**config.mk**
```make
export PLATFORM = sky130hd
export DESIGN_NAME = xss_keyword_detector_unit
export DESIGN_NICKNAME = d
export VERILOG_FILES = /design/src/hdl/xkd_pkg.sv /design/src/hdl/xkd_front.sv /design/src/hdl/xkd_queue.sv /design/src/hdl/xkd_back.sv /design/src/hdl/xss_keyword_detector_unit.sv
export SDC_FILE = /design/constraint.sdc
export NUM_CORES = 1
export LEC_CHECK = 0
export ABC_CLOCK_PERIOD_IN_PS = 3800
export BUFFER_PORTS_ARGS = -buffer_cell sky130_fd_sc_hd__buf_2
export CAP_MARGIN = 20
export CORE_MARGIN = 5
export CORE_UTILIZATION = 55
export CTS_BUF_LIST = sky130_fd_sc_hd__clkbuf_8
export DETAILED_ROUTE_END_ITERATION = 6
export PLACE_DENSITY = 0.72
export SYNTH_ARGS = -nofsm -noshare
export SYNTH_HDL_FRONTEND = slang
export SYNTH_SLANG_ARGS = --single-unit
```
**constraint.sdc**
```tcl
create_clock -name clk -period 3.8 [get_ports clk]
set_clock_uncertainty 0.2 [all_clocks]
set_input_delay 0.38 -clock clk [delete_from_list [all_inputs] [get_ports clk]]
set_output_delay 0.38 -clock clk [all_outputs]
set_load 0.01 [all_outputs]
```
**src/hdl/xkd_pkg.sv**
```systemverilog
// shared types, pattern constants and helper functions for the keyword detector
`default_nettype none

package xkd_pkg;

    localparam int WIN_DEPTH   = 13;
    localparam int PAT_COUNT   = 11;
    localparam int PAT_MAX_LEN = WIN_DEPTH + 1;
    localparam int QUEUE_DEPTH = 4;
    localparam int QUEUE_AW    = $clog2(QUEUE_DEPTH);
    localparam int QUEUE_CW    = $clog2(QUEUE_DEPTH + 1);

    typedef logic [WIN_DEPTH-1:0][7:0]   window_t;
    typedef logic [PAT_MAX_LEN-1:0][7:0] ctx_t;
    typedef logic [PAT_MAX_LEN*8-1:0]    pat_text_t;
    typedef logic [3:0]                  pat_len_t;

    // per-word hit summary handed from front to back
    typedef struct packed {
        logic hit;
        logic last;
    } xkd_word_t;

    // last character of each pattern sits in byte 0
    localparam pat_text_t PAT_TEXT [PAT_COUNT] = '{
        pat_text_t'("<script"),
        pat_text_t'("onerror="),
        pat_text_t'("onload="),
        pat_text_t'("onclick="),
        pat_text_t'("onmouseover="),
        pat_text_t'("onfocus="),
        pat_text_t'("onblur="),
        pat_text_t'("onsubmit="),
        pat_text_t'("onkeydown="),
        pat_text_t'("javascript:"),
        pat_text_t'("data:text/html")
    };

    localparam pat_len_t PAT_LEN [PAT_COUNT] = '{
        4'd7, 4'd8, 4'd7, 4'd8, 4'd12, 4'd8, 4'd7, 4'd9, 4'd10, 4'd11, 4'd14
    };

    function automatic logic [7:0] fold_lower(input logic [7:0] c);
        logic [7:0] r;
        r = c;
        if (c >= 8'h41 && c <= 8'h5a)
        begin
            r = c + 8'h20;
        end
        return r;
    endfunction

    function automatic logic hit_any(input logic [7:0] cur, input window_t win);
        ctx_t ctx;
        logic any;
        logic ok;
        any = 1'b0;
        ctx = {win, cur};
        for (int p = 0; p < PAT_COUNT; p++)
        begin
            ok = 1'b1;
            for (int k = 0; k < PAT_MAX_LEN; k++)
            begin
                if (k < int'(PAT_LEN[p]) && ctx[k] != PAT_TEXT[p][k*8 +: 8])
                begin
                    ok = 1'b0;
                end
            end
            any = any | ok;
        end
        return any;
    endfunction

endpackage

`default_nettype wire

```
**src/hdl/xkd_front.sv**
```systemverilog
// front end: case folding, byte window and parallel pattern compare
`default_nettype none

module xkd_front
(
    input  wire logic              clk,
    input  wire logic              rst_n,
    input  wire logic              in_valid,
    output      logic              in_ready,
    input  wire logic [7:0]        in_byte,
    input  wire logic              in_last,
    input  wire logic              q_full,
    output      logic              q_push,
    output      xkd_pkg::xkd_word_t q_word
);

    xkd_pkg::window_t win_reg;
    xkd_pkg::window_t win_next;
    logic [7:0]       cur;

    assign in_ready = !q_full;
    assign q_push   = in_valid && !q_full;
    assign cur      = xkd_pkg::fold_lower(in_byte);

    always_comb
    begin
        q_word.hit  = xkd_pkg::hit_any(cur, win_reg);
        q_word.last = in_last;
        win_next    = win_reg;
        if (q_push)
        begin
            if (in_last)
            begin
                win_next = '0;
            end
            else
            begin
                win_next = {win_reg[xkd_pkg::WIN_DEPTH-2:0], cur};
            end
        end
    end

    always_ff @(posedge clk or negedge rst_n)
    begin
        if (!rst_n)
        begin
            win_reg <= '0;
        end
        else
        begin
            win_reg <= win_next;
        end
    end

endmodule

`default_nettype wire

```
**src/hdl/xkd_queue.sv**
```systemverilog
// short fifo of per-word hit summaries between front and back
`default_nettype none

module xkd_queue
(
    input  wire logic               clk,
    input  wire logic               rst_n,
    input  wire logic               push,
    input  wire xkd_pkg::xkd_word_t push_word,
    output      logic               full,
    output      logic               not_empty,
    input  wire logic               pop,
    output      xkd_pkg::xkd_word_t pop_word
);

    xkd_pkg::xkd_word_t                mem_reg [xkd_pkg::QUEUE_DEPTH];
    logic [xkd_pkg::QUEUE_AW-1:0]      wr_ptr_reg;
    logic [xkd_pkg::QUEUE_AW-1:0]      rd_ptr_reg;
    logic [xkd_pkg::QUEUE_CW-1:0]      count_reg;
    logic [xkd_pkg::QUEUE_CW-1:0]      count_next;

    assign full      = count_reg == xkd_pkg::QUEUE_CW'(xkd_pkg::QUEUE_DEPTH);
    assign not_empty = count_reg != '0;
    assign pop_word  = mem_reg[rd_ptr_reg];

    always_comb
    begin
        count_next = count_reg;
        if (push && !pop)
        begin
            count_next = count_reg + 1'b1;
        end
        else if (pop && !push)
        begin
            count_next = count_reg - 1'b1;
        end
    end

    always_ff @(posedge clk)
    begin
        if (push)
        begin
            mem_reg[wr_ptr_reg] <= push_word;
        end
    end

    always_ff @(posedge clk or negedge rst_n)
    begin
        if (!rst_n)
        begin
            wr_ptr_reg <= '0;
            rd_ptr_reg <= '0;
            count_reg  <= '0;
        end
        else
        begin
            if (push)
            begin
                wr_ptr_reg <= wr_ptr_reg + 1'b1;
            end
            if (pop)
            begin
                rd_ptr_reg <= rd_ptr_reg + 1'b1;
            end
            count_reg <= count_next;
        end
    end

endmodule

`default_nettype wire

```
**src/hdl/xkd_back.sv**
```systemverilog
// back end: sticky hit flag per string and result output register
`default_nettype none

module xkd_back
(
    input  wire logic               clk,
    input  wire logic               rst_n,
    input  wire logic               q_not_empty,
    input  wire xkd_pkg::xkd_word_t q_word,
    output      logic               q_pop,
    output      logic               out_valid,
    input  wire logic               out_ready,
    output      logic               out_found
);

    logic sticky_reg;
    logic sticky_next;
    logic valid_reg;
    logic valid_next;
    logic found_reg;
    logic found_next;
    logic slot_free;

    assign slot_free = !valid_reg || out_ready;
    assign q_pop     = q_not_empty && (!q_word.last || slot_free);
    assign out_valid = valid_reg;
    assign out_found = found_reg;

    always_comb
    begin
        sticky_next = sticky_reg;
        valid_next  = valid_reg && !out_ready;
        found_next  = found_reg;
        if (q_pop)
        begin
            if (q_word.last)
            begin
                valid_next  = 1'b1;
                found_next  = sticky_reg || q_word.hit;
                sticky_next = 1'b0;
            end
            else
            begin
                sticky_next = sticky_reg || q_word.hit;
            end
        end
    end

    always_ff @(posedge clk or negedge rst_n)
    begin
        if (!rst_n)
        begin
            sticky_reg <= 1'b0;
            valid_reg  <= 1'b0;
        end
        else
        begin
            sticky_reg <= sticky_next;
            valid_reg  <= valid_next;
        end
    end

    always_ff @(posedge clk)
    begin
        found_reg <= found_next;
    end

endmodule

`default_nettype wire

```
**src/hdl/xss_keyword_detector_unit.sv**
```systemverilog
// top level of the case-insensitive script keyword detector
//
// channel   dir  fields
// s_axis    in   tdata[7:0] = data_byte, tlast = end_of_string
// m_axis    out  tdata[0] = xss_found, tdata[7:1] = 0; one word per string
//
// one byte per clock while the queue is not full; the compare of all patterns against the window is combinational
// the hit summary of a string's final byte is written to the queue, and its result then to the output register
// a four-entry queue separates compare and result stages, so either side can stall
// reset clears the window, queue, sticky flag and output valid
`default_nettype none

module xss_keyword_detector_unit
(
    input  wire logic       clk,
    input  wire logic       rst_n,
    input  wire logic       s_axis_tvalid,
    output      logic       s_axis_tready,
    input  wire logic [7:0] s_axis_tdata,   // data_byte
    input  wire logic       s_axis_tlast,
    output      logic       m_axis_tvalid,
    input  wire logic       m_axis_tready,
    output      logic [7:0] m_axis_tdata    // xss_found, zero fill
);

    xkd_pkg::xkd_word_t push_word;
    xkd_pkg::xkd_word_t pop_word;
    logic               push;
    logic               pop;
    logic               full;
    logic               not_empty;
    logic               found;

    xkd_front u_front
    (
        .clk      (clk),
        .rst_n    (rst_n),
        .in_valid (s_axis_tvalid),
        .in_ready (s_axis_tready),
        .in_byte  (s_axis_tdata),
        .in_last  (s_axis_tlast),
        .q_full   (full),
        .q_push   (push),
        .q_word   (push_word)
    );

    xkd_queue u_queue
    (
        .clk       (clk),
        .rst_n     (rst_n),
        .push      (push),
        .push_word (push_word),
        .full      (full),
        .not_empty (not_empty),
        .pop       (pop),
        .pop_word  (pop_word)
    );

    xkd_back u_back
    (
        .clk         (clk),
        .rst_n       (rst_n),
        .q_not_empty (not_empty),
        .q_word      (pop_word),
        .q_pop       (pop),
        .out_valid   (m_axis_tvalid),
        .out_ready   (m_axis_tready),
        .out_found   (found)
    );

    assign m_axis_tdata = {7'd0, found};

endmodule

`default_nettype wire
```
==> impl_metrics.py, run 1 <==
metrics = {
    "timing": {
        "holdWs_ns": 0.0394,
        "timing.final.crit_period_ns": 3.23,
        "post-route-period-util_pct": 84.9,
        "setup_tns_ns": 0,
        "rsz0062_at_grt": "no",
        "fmax_mhz": 310,
        "setup-violations-final": 0,
        "drv_slew": 0,
        "worst_pin_slew_ns": 0.914,
        "maxSlewHeadroom_pct": 39.1,
        "hold_viol": 0,
    },
    "final_layout": {
        "final_core_util_pct": 61.1,
        "final-instance-count-excl-fill": 842,
        "fill_cells": 960,
        "regArea_sq_um": 3100,
        "finalInstanceArea_sq_um": 6980,
        "multiInputGateArea_sq_um": 3100,
        "largest_register_ffs": 104,
        "layout-drive-gt1-share_pct": 10.2,
        "final_nets": 705,
        "syn_to_final_growth_pct": 9.37,
    },
    "worst_setup_path": {
        "path_class": "reg2reg",
        "cp-end-kind": "register",
        "reg2reg_depth": 7,
        "crit_fanout": 5,
        "cp-start-kind": "register",
        "worstPathRequired_ns": 3.86,
        "arrival_ns": 3.29,
        "r2r_start": "u_front.win_reg[39]",
        "r2r_slack_ns": 0.57,
        "r2r-end": "u_queue.mem_reg[0][1]",
    },
    "clock_tree": {
        "cts_sinks": 122,
        "cts_max_level": 4,
        "cts.reportedPaths.clkPinSlew_ns": 0.07,
        "cts_buffer_depth": 2,
        "cts_setup_buffers": 0,
        "cts_made_buffers": 17,
        "root_buffer": "clkbuf_8",
        "clock_latency_ns": 0.45,
        "post_cts_resize_count": 0,
        "cts_tree": "yes",
    },
    "floorplan": {
        "dieArea_sq_um": 13900,
        "ios": 23,
        "coreArea_sq_um": 11400,
        "die_x_microns": 118,
        "fp.dieH_microns": 118,
        "start_util_pct": 55.9,
        "num_rows": 39,
    },
    "pwr": {
        "vdd_drop_max_mv": 0.598,
        "p_leak_nw": 2.72,
        "p_per_area_nw_per_um2": 510,
    },
    "yosys": {
        "synth.ff_latch_count": 122,
        "syn_area_sq_um": 6380,
        "synth-edff-count": 9,
        "synth_top_area_share_pct": 44.3,
        "async_reset_ff_share_pct": 92.6,
        "post-synth-top-area-cell": "dfrtp_1",
        "synthCells": 680,
        "synthTopCellsByArea": "dfrtp_1 (44%), nand2b_1 (9.6%), nand2_1 (7.0%), o21ai_1 (5.7%), edfxtp_1 (4.2%)",
        "synthFlopType": "dfrtp_1",
        "yosys_warnings": 0,
        "synth.distinct_cells": 58,
        "yosysSeqAreaShare_pct": 48.5,
        "syn_area_per_cell_sq_um": 9.38,
    },
    "placed_design": {
        "place_area_sq_um": 6550,
        "gp_congestion": 0.958,
        "dp.cells": 808,
        "dp_hpwl_microns": 11900,
        "numPortBuffers": 15,
    },
    "worst_hold_path": {
        "worstHoldPathType": "in2reg",
        "hp-start": "s_axis_tdata[2]",
        "worstHoldPathCells": 3,
        "holdPathEnd": "u_front.win_reg[2]",
    },
    "global_route": {
        "grt_overflow_total": 0,
        "first_global_vias": 4861,
        "grtUsageTotal_pct": 25.2,
        "grt_pass1_wl_microns": 27200,
        "grt_max_degree": 205,
        "grt_antenna_before_repair": 0,
    },
    "run": {
        "max_cap_viol_count": 0,
    },
    "detailed_routing": {
        "drc_errors": 0,
        "drtIter0Drc": 432,
        "drtAntennaViolNets": 0,
        "wire_per_inst_microns": 19.7,
        "vias": 4972,
        "viasPerCell": 5.90,
        "first_pass_iters": 5,
        "wl_microns": 16600,
    },
    "run_status": {
        "status": "completed",
    },
}
[synth_stat cells, drive strengths merged (8+ instances only)]
| cell | instances |
|---|---|
| nand2 | 119 |
| dfrtp | 113 |
| o21ai | 100 |
| nand2b | 99 |
| clkbuf | 27 |
| nand4 | 21 |
| nor2 | 21 |
| buf | 15 |
| or4 | 15 |
| nor4 | 13 |
| nand4b | 10 |
| nor4b | 10 |
| edfxtp | 9 |
| and3 | 8 |
| inv | 8 |
| nor3 | 8 |
[final cells by class]
| cell class | instances | share of cell area, % |
|---|---|---|
| tap | 143 | 2.56 |
| sequential | 122 | 44.4 |
| clock inverter | 15 | 2.62 |
| timing repair buffer | 22 | 2.26 |
| antenna | 1 | 0.0359 |
| clock buffer | 17 | 3.35 |
| multi-input combinational | 514 | 44.4 |
| inverter | 8 | 0.430 |
[where the power goes]
group	switching [mW]	internal, mW	total (mW)
clock network	0.517	0.702	1.22
logic	0.413	0.261	0.674
registers	0.195	1.47	1.67
[cell usage in the layout, fill, tap and decap left out, types with 4 or more instances in the layout]
cell and n:
nand2_1 118, dfrtp_1 113, nand2b_1 98, o21ai_1 73
o21ai_0 27, nor2_1 21, nand4_1 18, clkbuf_8 17
buf_2 14, nor4_1 12, or4_1 11, nand4b_1 10
edfxtp_1 9, inv_1 8, nor3_1 8, and3_1 8
nor4b_1 8, nand3_1 7, conb_1 7, nor3b_1 6
nor4bb_1 6, o31ai_1 6, ha_1 6, a21oi_1 5
nand4bb_1 5, nand3b_1 5, buf_4 5, nor2b_1 4
clkinv_2 4, bufinv_16 4
[worst max-delay path by stage]
stage | depth (start not counted) | startpoint | to | slack, ns
after floorplan | 7 | u_front.win_reg[39] | u_queue.mem_reg[0][1] | 0.84
after global placement | 7 | u_front.win_reg[39] | u_queue.mem_reg[0][1] | 0.64
after detailed placement | 7 | u_front.win_reg[39] | u_queue.mem_reg[3][1] | 0.59
after CTS | 7 | u_front.win_reg[39] | u_queue.mem_reg[3][1] | 0.57
after global routing | 7 | u_front.win_reg[39] | u_queue.mem_reg[1][1] | 0.35
final | 7 | u_front.win_reg[39] | u_queue.mem_reg[0][1] | 0.57
[cells by family (layout without fill, tap and decap cells)]
logic type	Yosys count	after routing	share of synthesized area, %
AND/OR/NAND/NOR	375	375	35.2
flip-flops	122	122	48.5
AO/OA/AOI/OAI	115	115	9.45
buffers and inverters	50	62	3.41
adder cells (fa/ha/maj)	7	7	1.49
XOR/XNOR	6	6	0.824
multiplexers	4	4	1.04
other	1	8	0.0588
[critical path, cell delays in order (launching register included)]
cell      delay (ns)
dfrtp_1         0.42
and4bb_1        0.36
or4b_1          0.50
or4_4           0.55
nor4_4          0.23
a41oi_1         0.06
or4b_1          0.47
o21ai_1         0.24
[routing by layer]
| layer | global-route usage, % | wire length, microns | share of wire, % |
|---|---|---|---|
| met3 | 6.68 | 838 | 5.0 |
| met2 | 36.6 | 7370 | 44 |
| met5 | 0 | 0 | 0 |
| met4 | 9.82 | 511 | 3.1 |
| met1 | 35.9 | 7870 | 47 |
[repair_timing]
action | CTS | global route
endpoints found under the hold margin | 68 | 0
hold buffers | 1 | 0
endpoints found under the setup margin | 0 | 0
[stage by stage]
| step | worst slack, ns | total power [mW] |
|---|---|---|
| after global placement | 0.637 | 2.33 |
| after global routing | 0.352 | 3.77 |
| final | 0.573 | 3.56 |
| after detailed placement | 0.589 | 2.37 |
| after floorplan | 0.841 | 2.14 |
| after CTS | 0.567 | 3.59 |
Note: power is estimated with default switching activity, not from simulation.
==> inputs of run 2 (changes only) <==
--- a/config.mk
+++ b/config.mk
@@ -5,14 +5,15 @@
 export SDC_FILE = /design/constraint.sdc
 export NUM_CORES = 1
 export LEC_CHECK = 0
-export ABC_CLOCK_PERIOD_IN_PS = 3800
+export ABC_AREA = 1
+export ABC_CLOCK_PERIOD_IN_PS = 2800
 export BUFFER_PORTS_ARGS = -buffer_cell sky130_fd_sc_hd__buf_2
 export CAP_MARGIN = 20
 export CORE_MARGIN = 5
 export CORE_UTILIZATION = 55
 export CTS_BUF_LIST = sky130_fd_sc_hd__clkbuf_8
 export DETAILED_ROUTE_END_ITERATION = 6
-export PLACE_DENSITY = 0.72
+export PLACE_DENSITY = 0.75
 export SYNTH_ARGS = -nofsm -noshare
 export SYNTH_HDL_FRONTEND = slang
 export SYNTH_SLANG_ARGS = --single-unit
==> constraint.sdc (replaced) <==
create_clock -name clk -period 2.8 [get_ports clk]
set_clock_uncertainty 0.2 [all_clocks]
set_input_delay 0.28 -clock clk [delete_from_list [all_inputs] [get_ports clk]]
set_output_delay 0.28 -clock clk [all_outputs]
set_load 0.01 [all_outputs]
==> run 2 against run 1 <==
  * Non-clock buffer count increased by 8
  * Critical path type unchanged
  * Critical endpoint is now u_queue.count_reg[2]
  * Clock-buffer cell count increased by 1
  * Utilization increased by 0.85 points
==> impl_metrics.py, run 2 <==
metrics = {
    "yosys": {
        "syn_area_sq_um": 6490,
        "yosysMostFrequentCell": "inv_1",
        "async_reset_ff_share_pct": 92.6,
        "synthCells": 743,
        "synthFlopType": "dfrtp_1",
        "synth_commonest_cells": "inv_1 (123), nand2_1 (121), dfrtp_1 (113), nor2_1 (94), o22ai_2 (60)",
        "syn_area_per_cell_sq_um": 8.73,
        "yosys_warnings": 0,
        "synth-edff-count": 9,
        "synth.distinct_cells": 37,
        "yosysSeqAreaShare_pct": 47.8,
        "synth.ff_latch_count": 122,
        "post-synth-top-area-cell": "dfrtp_1",
        "synth_top_area_share_pct": 43.6,
        "synthTopCellsByArea": "dfrtp_1 (44%), o22ai_2 (12%), inv_1 (7.1%), nand2_1 (7.0%), nor2_1 (5.4%)",
    },
    "placed_design": {
        "place_area_sq_um": 6640,
        "dp_slack_ns": 0.335,
        "dp_hpwl_microns": 12800,
        "numPortBuffers": 15,
        "gp_congestion": 0.948,
    },
    "timing": {
        "hold_viol": 0,
        "worst_pin_slew_ns": 0.649,
        "final.setup.worst_slack_ns": 0.339,
        "rsz0062_at_grt": "no",
        "drv_slew": 0,
        "fmax_mhz": 406,
        "setup_tns_ns": 0,
        "setup-violations-final": 0,
        "timing.final.crit_period_ns": 2.46,
        "post-route-period-util_pct": 87.9,
        "maxSlewHeadroom_pct": 56.7,
    },
    "worst_setup_path": {
        "critPathMostFrequentCell": "nand2_1",
        "r2r_slack_ns": 0.34,
        "worst-path-stages": 11,
        "reg2reg_depth": 11,
        "timing.critical_path.buf_inv": 2,
        "cp-start-kind": "register",
        "cp-end-kind": "register",
        "r2r_start": "u_queue.rd_ptr_reg[0]",
        "crit_path_top_delay_cell": "dfrtp_1",
        "path_class": "reg2reg",
        "path_cells": "inv_2 -> nand2_1 -> nand3_1 -> nand2_1 -> o21ai_1 -> ha_1 -> inv_1 -> fa_1 -> a21oi_1 -> o21ai_0 -> xor2_1",
        "crit_fanout": 6,
        "r2r-end": "u_queue.count_reg[2]",
        "max_stage_delay_ns": 0.45,
        "arrival_ns": 2.57,
        "worstPathRequired_ns": 2.91,
        "path_delay_family": "adder cells",
    },
    "detailed_routing": {
        "vias": 5261,
        "viasPerCell": 5.71,
        "first_pass_iters": 5,
        "drtIter0Drc": 630,
        "drtAntennaViolNets": 0,
        "wl_microns": 16900,
        "drc_errors": 0,
        "wire_per_inst_microns": 18.3,
    },
    "clock_tree": {
        "cts_max_level": 4,
        "cts_made_buffers": 17,
        "clock_latency_ns": 0.45,
        "cts_sinks": 122,
        "cts_setup_buffers": 0,
        "postCtsHoldBufs": 10,
        "cts.reportedPaths.clkPinSlew_ns": 0.07,
        "cts_tree": "yes",
        "cts_buffer_depth": 2,
        "post_cts_resize_count": 0,
        "root_buffer": "clkbuf_8",
    },
    "floorplan": {
        "num_rows": 39,
        "ios": 23,
        "fp.dieH_microns": 119,
        "start_util_pct": 56.6,
        "die_x_microns": 119,
        "dieArea_sq_um": 14100,
        "coreArea_sq_um": 11500,
    },
    "final_layout": {
        "layout-drive-gt1-share_pct": 18.5,
        "syn_to_final_growth_pct": 9.55,
        "final_core_util_pct": 62.0,
        "largest_register_ffs": 104,
        "mostFrequentLayoutCells": "inv_1 (127), nand2_1 (121), dfrtp_1 (113), nor2_1 (94), o22ai_2 (60)",
        "finalInstanceArea_sq_um": 7110,
        "final_nets": 787,
        "n_antenna_cell": 0,
        "fill_cells": 951,
        "final_common_cell": "inv_1",
    },
    "worst_hold_path": {
        "hp-start": "s_axis_tdata[7]",
        "worstHoldPathCells": 5,
        "holdPathEnd": "u_front.win_reg[7]",
        "worstHoldPathType": "in2reg",
    },
    "global_route": {
        "grt_antenna_before_repair": 0,
        "grt_max_degree": 104,
        "grt_pass1_wl_microns": 27200,
        "grt_overflow_total": 0,
        "first_global_vias": 5139,
        "grtUsageTotal_pct": 24.7,
    },
    "pwr": {
        "p_per_area_nw_per_um2": 663,
        "p_leak_nw": 2.87,
        "vdd_drop_max_mv": 0.887,
    },
    "run": {
        "max_cap_viol_count": 0,
    },
    "run_status": {
        "status": "completed",
    },
}
run 2: changes by cell type after synthesis, sizes merged, moves of 33 or more:
cell	before	now
inv	8	139
nand2b	99	0
nand3	7	40
nor2	21	101
o21ai	100	9
o22ai	1	101
run 2: worst max-delay path by stage:
stage               slack (ns)                  start                   end
floorplan                 0.48   u_queue.count_reg[0]  u_queue.count_reg[2]
global placement          0.48  u_queue.rd_ptr_reg[0]  u_queue.count_reg[2]
detailed placement        0.34  u_queue.rd_ptr_reg[0]  u_queue.count_reg[2]
CTS                       0.37  u_queue.rd_ptr_reg[0]  u_queue.count_reg[2]
global route              0.14  u_queue.rd_ptr_reg[0]  u_queue.count_reg[2]
finish                    0.34  u_queue.rd_ptr_reg[0]  u_queue.count_reg[2]
run 2: layout make-up:
type	instances	area, sq um	area share, %
timing repair buffer	30	265	3.73
multi-input combinational	454	2670	37.5
clock buffer	18	248	3.49
clock inverter	13	115	1.62
tap	143	179	2.52
sequential	122	3100	43.6
inverter	142	537	7.55
run 2: per-stage QoR:
step | hold slack, ns | power [mW] | std cells
final | 0.0369 | 4.71 | 922
after global routing | 0.0654 | 4.96 | 922
after CTS | 0.00539 | 4.73 | 922
after detailed placement | 0.152 | 3.27 | 881
after global placement | 0.136 | 3.22 | 881
after floorplan | -0.216 | 2.99 | 749
run 2: logic make-up after synthesis:
group | Yosys count | share of synthesized area (%)
compound gates | 115 | 16.7
xor+xnor | 4 | 0.540
fa+ha+maj | 7 | 1.47
buf+inv | 173 | 11.6
flops | 122 | 47.8
mux | 1 | 0.154
other cells | 1 | 0.0578
simple gates | 320 | 21.8
run 2: worst register-to-register path: stages (launching register included):
cell     delay [ns]
dfrtp_1        0.45
inv_2          0.11
nand2_1        0.06
nand3_1        0.08
nand2_1        0.09
o21ai_1        0.23
ha_1           0.19
inv_1          0.07
fa_1           0.44
a21oi_1        0.14
o21ai_0        0.12
xor2_1         0.16
run 2: power by group:
part	total [mW]	internal, mW	switching (mW)
combinational	1.12	0.359	0.760
sequential	2.14	1.99	0.152
clock	1.45	0.785	0.668
total	4.71	3.13	1.58
run 2: routing by layer:
layer / vias to the layer above / track usage, % / wire length (microns)
li1: 2474 / - / -
met1: 2538 / 36.2 / 7610
met2: 218 / 36.3 / 7620
met3: 29 / 4.92 / 1260
met4: 2 / 9.28 / 369
met5: - / 1.74 / 27
==> inputs of run 3 (changes only) <==
--- a/config.mk
+++ b/config.mk
@@ -6,7 +6,7 @@
 export NUM_CORES = 1
 export LEC_CHECK = 0
 export ABC_AREA = 1
-export ABC_CLOCK_PERIOD_IN_PS = 2800
+export ABC_CLOCK_PERIOD_IN_PS = 2100
 export BUFFER_PORTS_ARGS = -buffer_cell sky130_fd_sc_hd__buf_2
 export CAP_MARGIN = 20
 export CORE_MARGIN = 5
==> constraint.sdc (replaced) <==
create_clock -name clk -period 2.1 [get_ports clk]
set_clock_uncertainty 0.2 [all_clocks]
set_input_delay 0.21 -clock clk [delete_from_list [all_inputs] [get_ports clk]]
set_output_delay 0.21 -clock clk [all_outputs]
set_load 0.01 [all_outputs]
==> run 3 against run 2 <==
  * The run now ends with negative setup slack left
  * First-iteration DRC count is 3.7% higher
  * Worst setup slack worse by 0.37 ns
  * Final cell count is 7.4% higher
  * Via count is 5.6% higher
  * Non-clock buffer count is 67 higher
  * Sequential power is 34% higher
  * Register-to-register slack worse by 0.37 ns
  * Largest cell class unchanged
  * Largest power group unchanged
==> impl_metrics.py, run 3 (same netlist as run 2, synthesis figures left out) <==
metrics = {
    "global_route": {
        "grt_pass1_wl_microns": 28700,
        "grt_overflow_total": 0,
        "grtUsageTotal_pct": 26.0,
        "first_global_vias": 5479,
        "grt_antenna_before_repair": 0,
        "grt_max_degree": 104,
    },
    "worst_setup_path": {
        "cp-start-kind": "register",
        "worstPathRequired_ns": 2.23,
        "timing.critical_path.buf_inv": 2,
        "cp-end-kind": "register",
        "arrival_ns": 2.27,
        "path_delay_family": "adder cells",
        "crit_fanout": 6,
        "crit_path_top_delay_cell": "dfrtp_2",
        "path_cells": "inv_2 -> nand2_2 -> nand3_2 -> nand2_2 -> o21ai_2 -> ha_2 -> inv_2 -> fa_2 -> a21oi_1 -> o21ai_1 -> xor2_1",
        "path_class": "reg2reg",
        "max_stage_delay_ns": 0.45,
    },
    "clock_tree": {
        "clock_latency_ns": 0.45,
        "root_buffer": "clkbuf_8",
        "cts_max_level": 4,
        "cts_tree": "yes",
        "cts_made_buffers": 17,
        "cts_buffer_depth": 2,
        "cts.reportedPaths.clkPinSlew_ns": 0.07,
        "cts_sinks": 122,
    },
    "final_layout": {
        "n_antenna_cell": 0,
        "final_common_cell": "inv_1",
        "largest_register_ffs": 104,
        "layout-drive-gt1-share_pct": 30.1,
        "mostFrequentLayoutCells": "inv_1 (119), nand2_1 (114), dfrtp_1 (112), nor2_1 (77), buf_4 (66)",
        "syn_to_final_growth_pct": 20.6,
        "final_core_util_pct": 68.2,
        "final_nets": 854,
        "final-instance-count-excl-fill": 990,
    },
    "timing": {
        "timing.final.crit_period_ns": 2.14,
        "holdWs_ns": 0.106,
        "maxSlewHeadroom_pct": 59.8,
        "hold_viol": 0,
        "post-route-period-util_pct": 102,
        "drv_slew": 0,
        "fmax_mhz": 468,
        "setup_tns_ns": -0.0356,
        "rsz0062_at_grt": "yes",
        "worst_pin_slew_ns": 0.603,
        "setup-violations-final": 1,
        "final.setup.worst_slack_ns": -0.0356,
    },
    "placed_design": {
        "dp_hpwl_microns": 13200,
        "dp_slack_ns": -0.0880,
        "numPortBuffers": 15,
        "dp.cells": 931,
        "gp_congestion": 1.03,
    },
    "floorplan": {
        "die_x_microns": 119,
        "num_rows": 39,
        "start_util_pct": 56.6,
        "fp.dieH_microns": 119,
        "coreArea_sq_um": 11500,
        "dieArea_sq_um": 14100,
        "ios": 23,
    },
    "pwr": {
        "vdd_drop_max_mv": 1.00,
        "p_leak_nw": 3.23,
        "p_per_area_nw_per_um2": 862,
    },
    "worst_hold_path": {
        "worstHoldPathType": "in2reg",
    },
    "detailed_routing": {
        "wl_microns": 17900,
        "vias": 5557,
        "first_pass_iters": 5,
        "drtAntennaViolNets": 0,
        "viasPerCell": 5.61,
        "drtIter0Drc": 653,
        "wire_per_inst_microns": 18.1,
        "drc_errors": 0,
    },
    "run_status": {
        "violations": "negative setup slack",
        "status": "complete, but fails checks",
    },
    "run": {
        "max_cap_viol_count": 0,
    },
}
## run 3: cell count changes in the layout (fill, tap and decap cells not counted), sizes merged
| cell | change |
|---|---|
| clkbuf | +3 |
| clkinv | -1 |
| bufinv | -2 |
| dlymetal6s4s | +2 |
| buf | +64 |
| inv | +1 |
| dlygate4sd3 | +1 |
## run 3: final timing paths
check / from / endpoint / slack, ns / cells past startpoint
max: u_queue.rd_ptr_reg[0] / u_queue.count_reg[2] / -0.04 / 11
min: s_axis_tdata[3] / u_front.win_reg[3] / 0.11 / 4
max reg2reg: u_queue.rd_ptr_reg[0] / u_queue.count_reg[2] / -0.04 / 11
min reg2reg: u_front.win_reg[101] / u_front.win_reg[101] / 0.31 / 2
max in group asynchronous: rst_n / u_front.win_reg[53] / 0.85 / 4
min in group asynchronous: rst_n / u_front.win_reg[81] / 0.12 / 3
## run 3: layer usage
layer	vias up	part of all wire, %	GRT usage (%)	wire length, microns
li1	2603	-	-	-
met1	2684	44	37.2	7850
met2	225	45	39.9	8100
met3	45	8.0	5.64	1430
met4	0	2.8	7.58	509
met5	-	0	0	0
## run 3: what timing repair did
action,4_1_cts,5_1_grt
hold buffers,13,0
gates cloned,0,0
endpoints found under the hold margin,127,0
pin swaps,6,13
endpoints found under the setup margin,6,10
buffers inserted,7,9
resized for setup,6,52
## run 3: worst min-delay path: stages
cell            delay (ns)
dlymetal6s4s_1        0.19
buf_6                 0.12
inv_1                 0.08
o22ai_2               0.11
## run 3: power by group
part | total, mW | switching, mW | internal [mW]
registers | 2.87 | 0.213 | 2.65
clock network | 1.89 | 0.955 | 0.934
logic | 1.99 | 1.18 | 0.803
## run 3: layout make-up
| cell class | instances | area, sq um |
|---|---|---|
| fill | 943 | 3640 |
| sequential | 122 | 3100 |
| multi-input combinational | 454 | 2830 |
| timing repair buffer | 97 | 818 |
| inverter | 142 | 538 |
| clock buffer | 21 | 289 |
| tap | 143 | 179 |
| clock inverter | 11 | 70.1 |
## run 3: per-stage QoR
step	power [mW]	cell area, sq um
floorplan	4.03	6540
global placement	4.50	7050
detailed placement	4.58	7050
CTS	6.62	7610
global route	7.11	7830
finish	6.74	7830
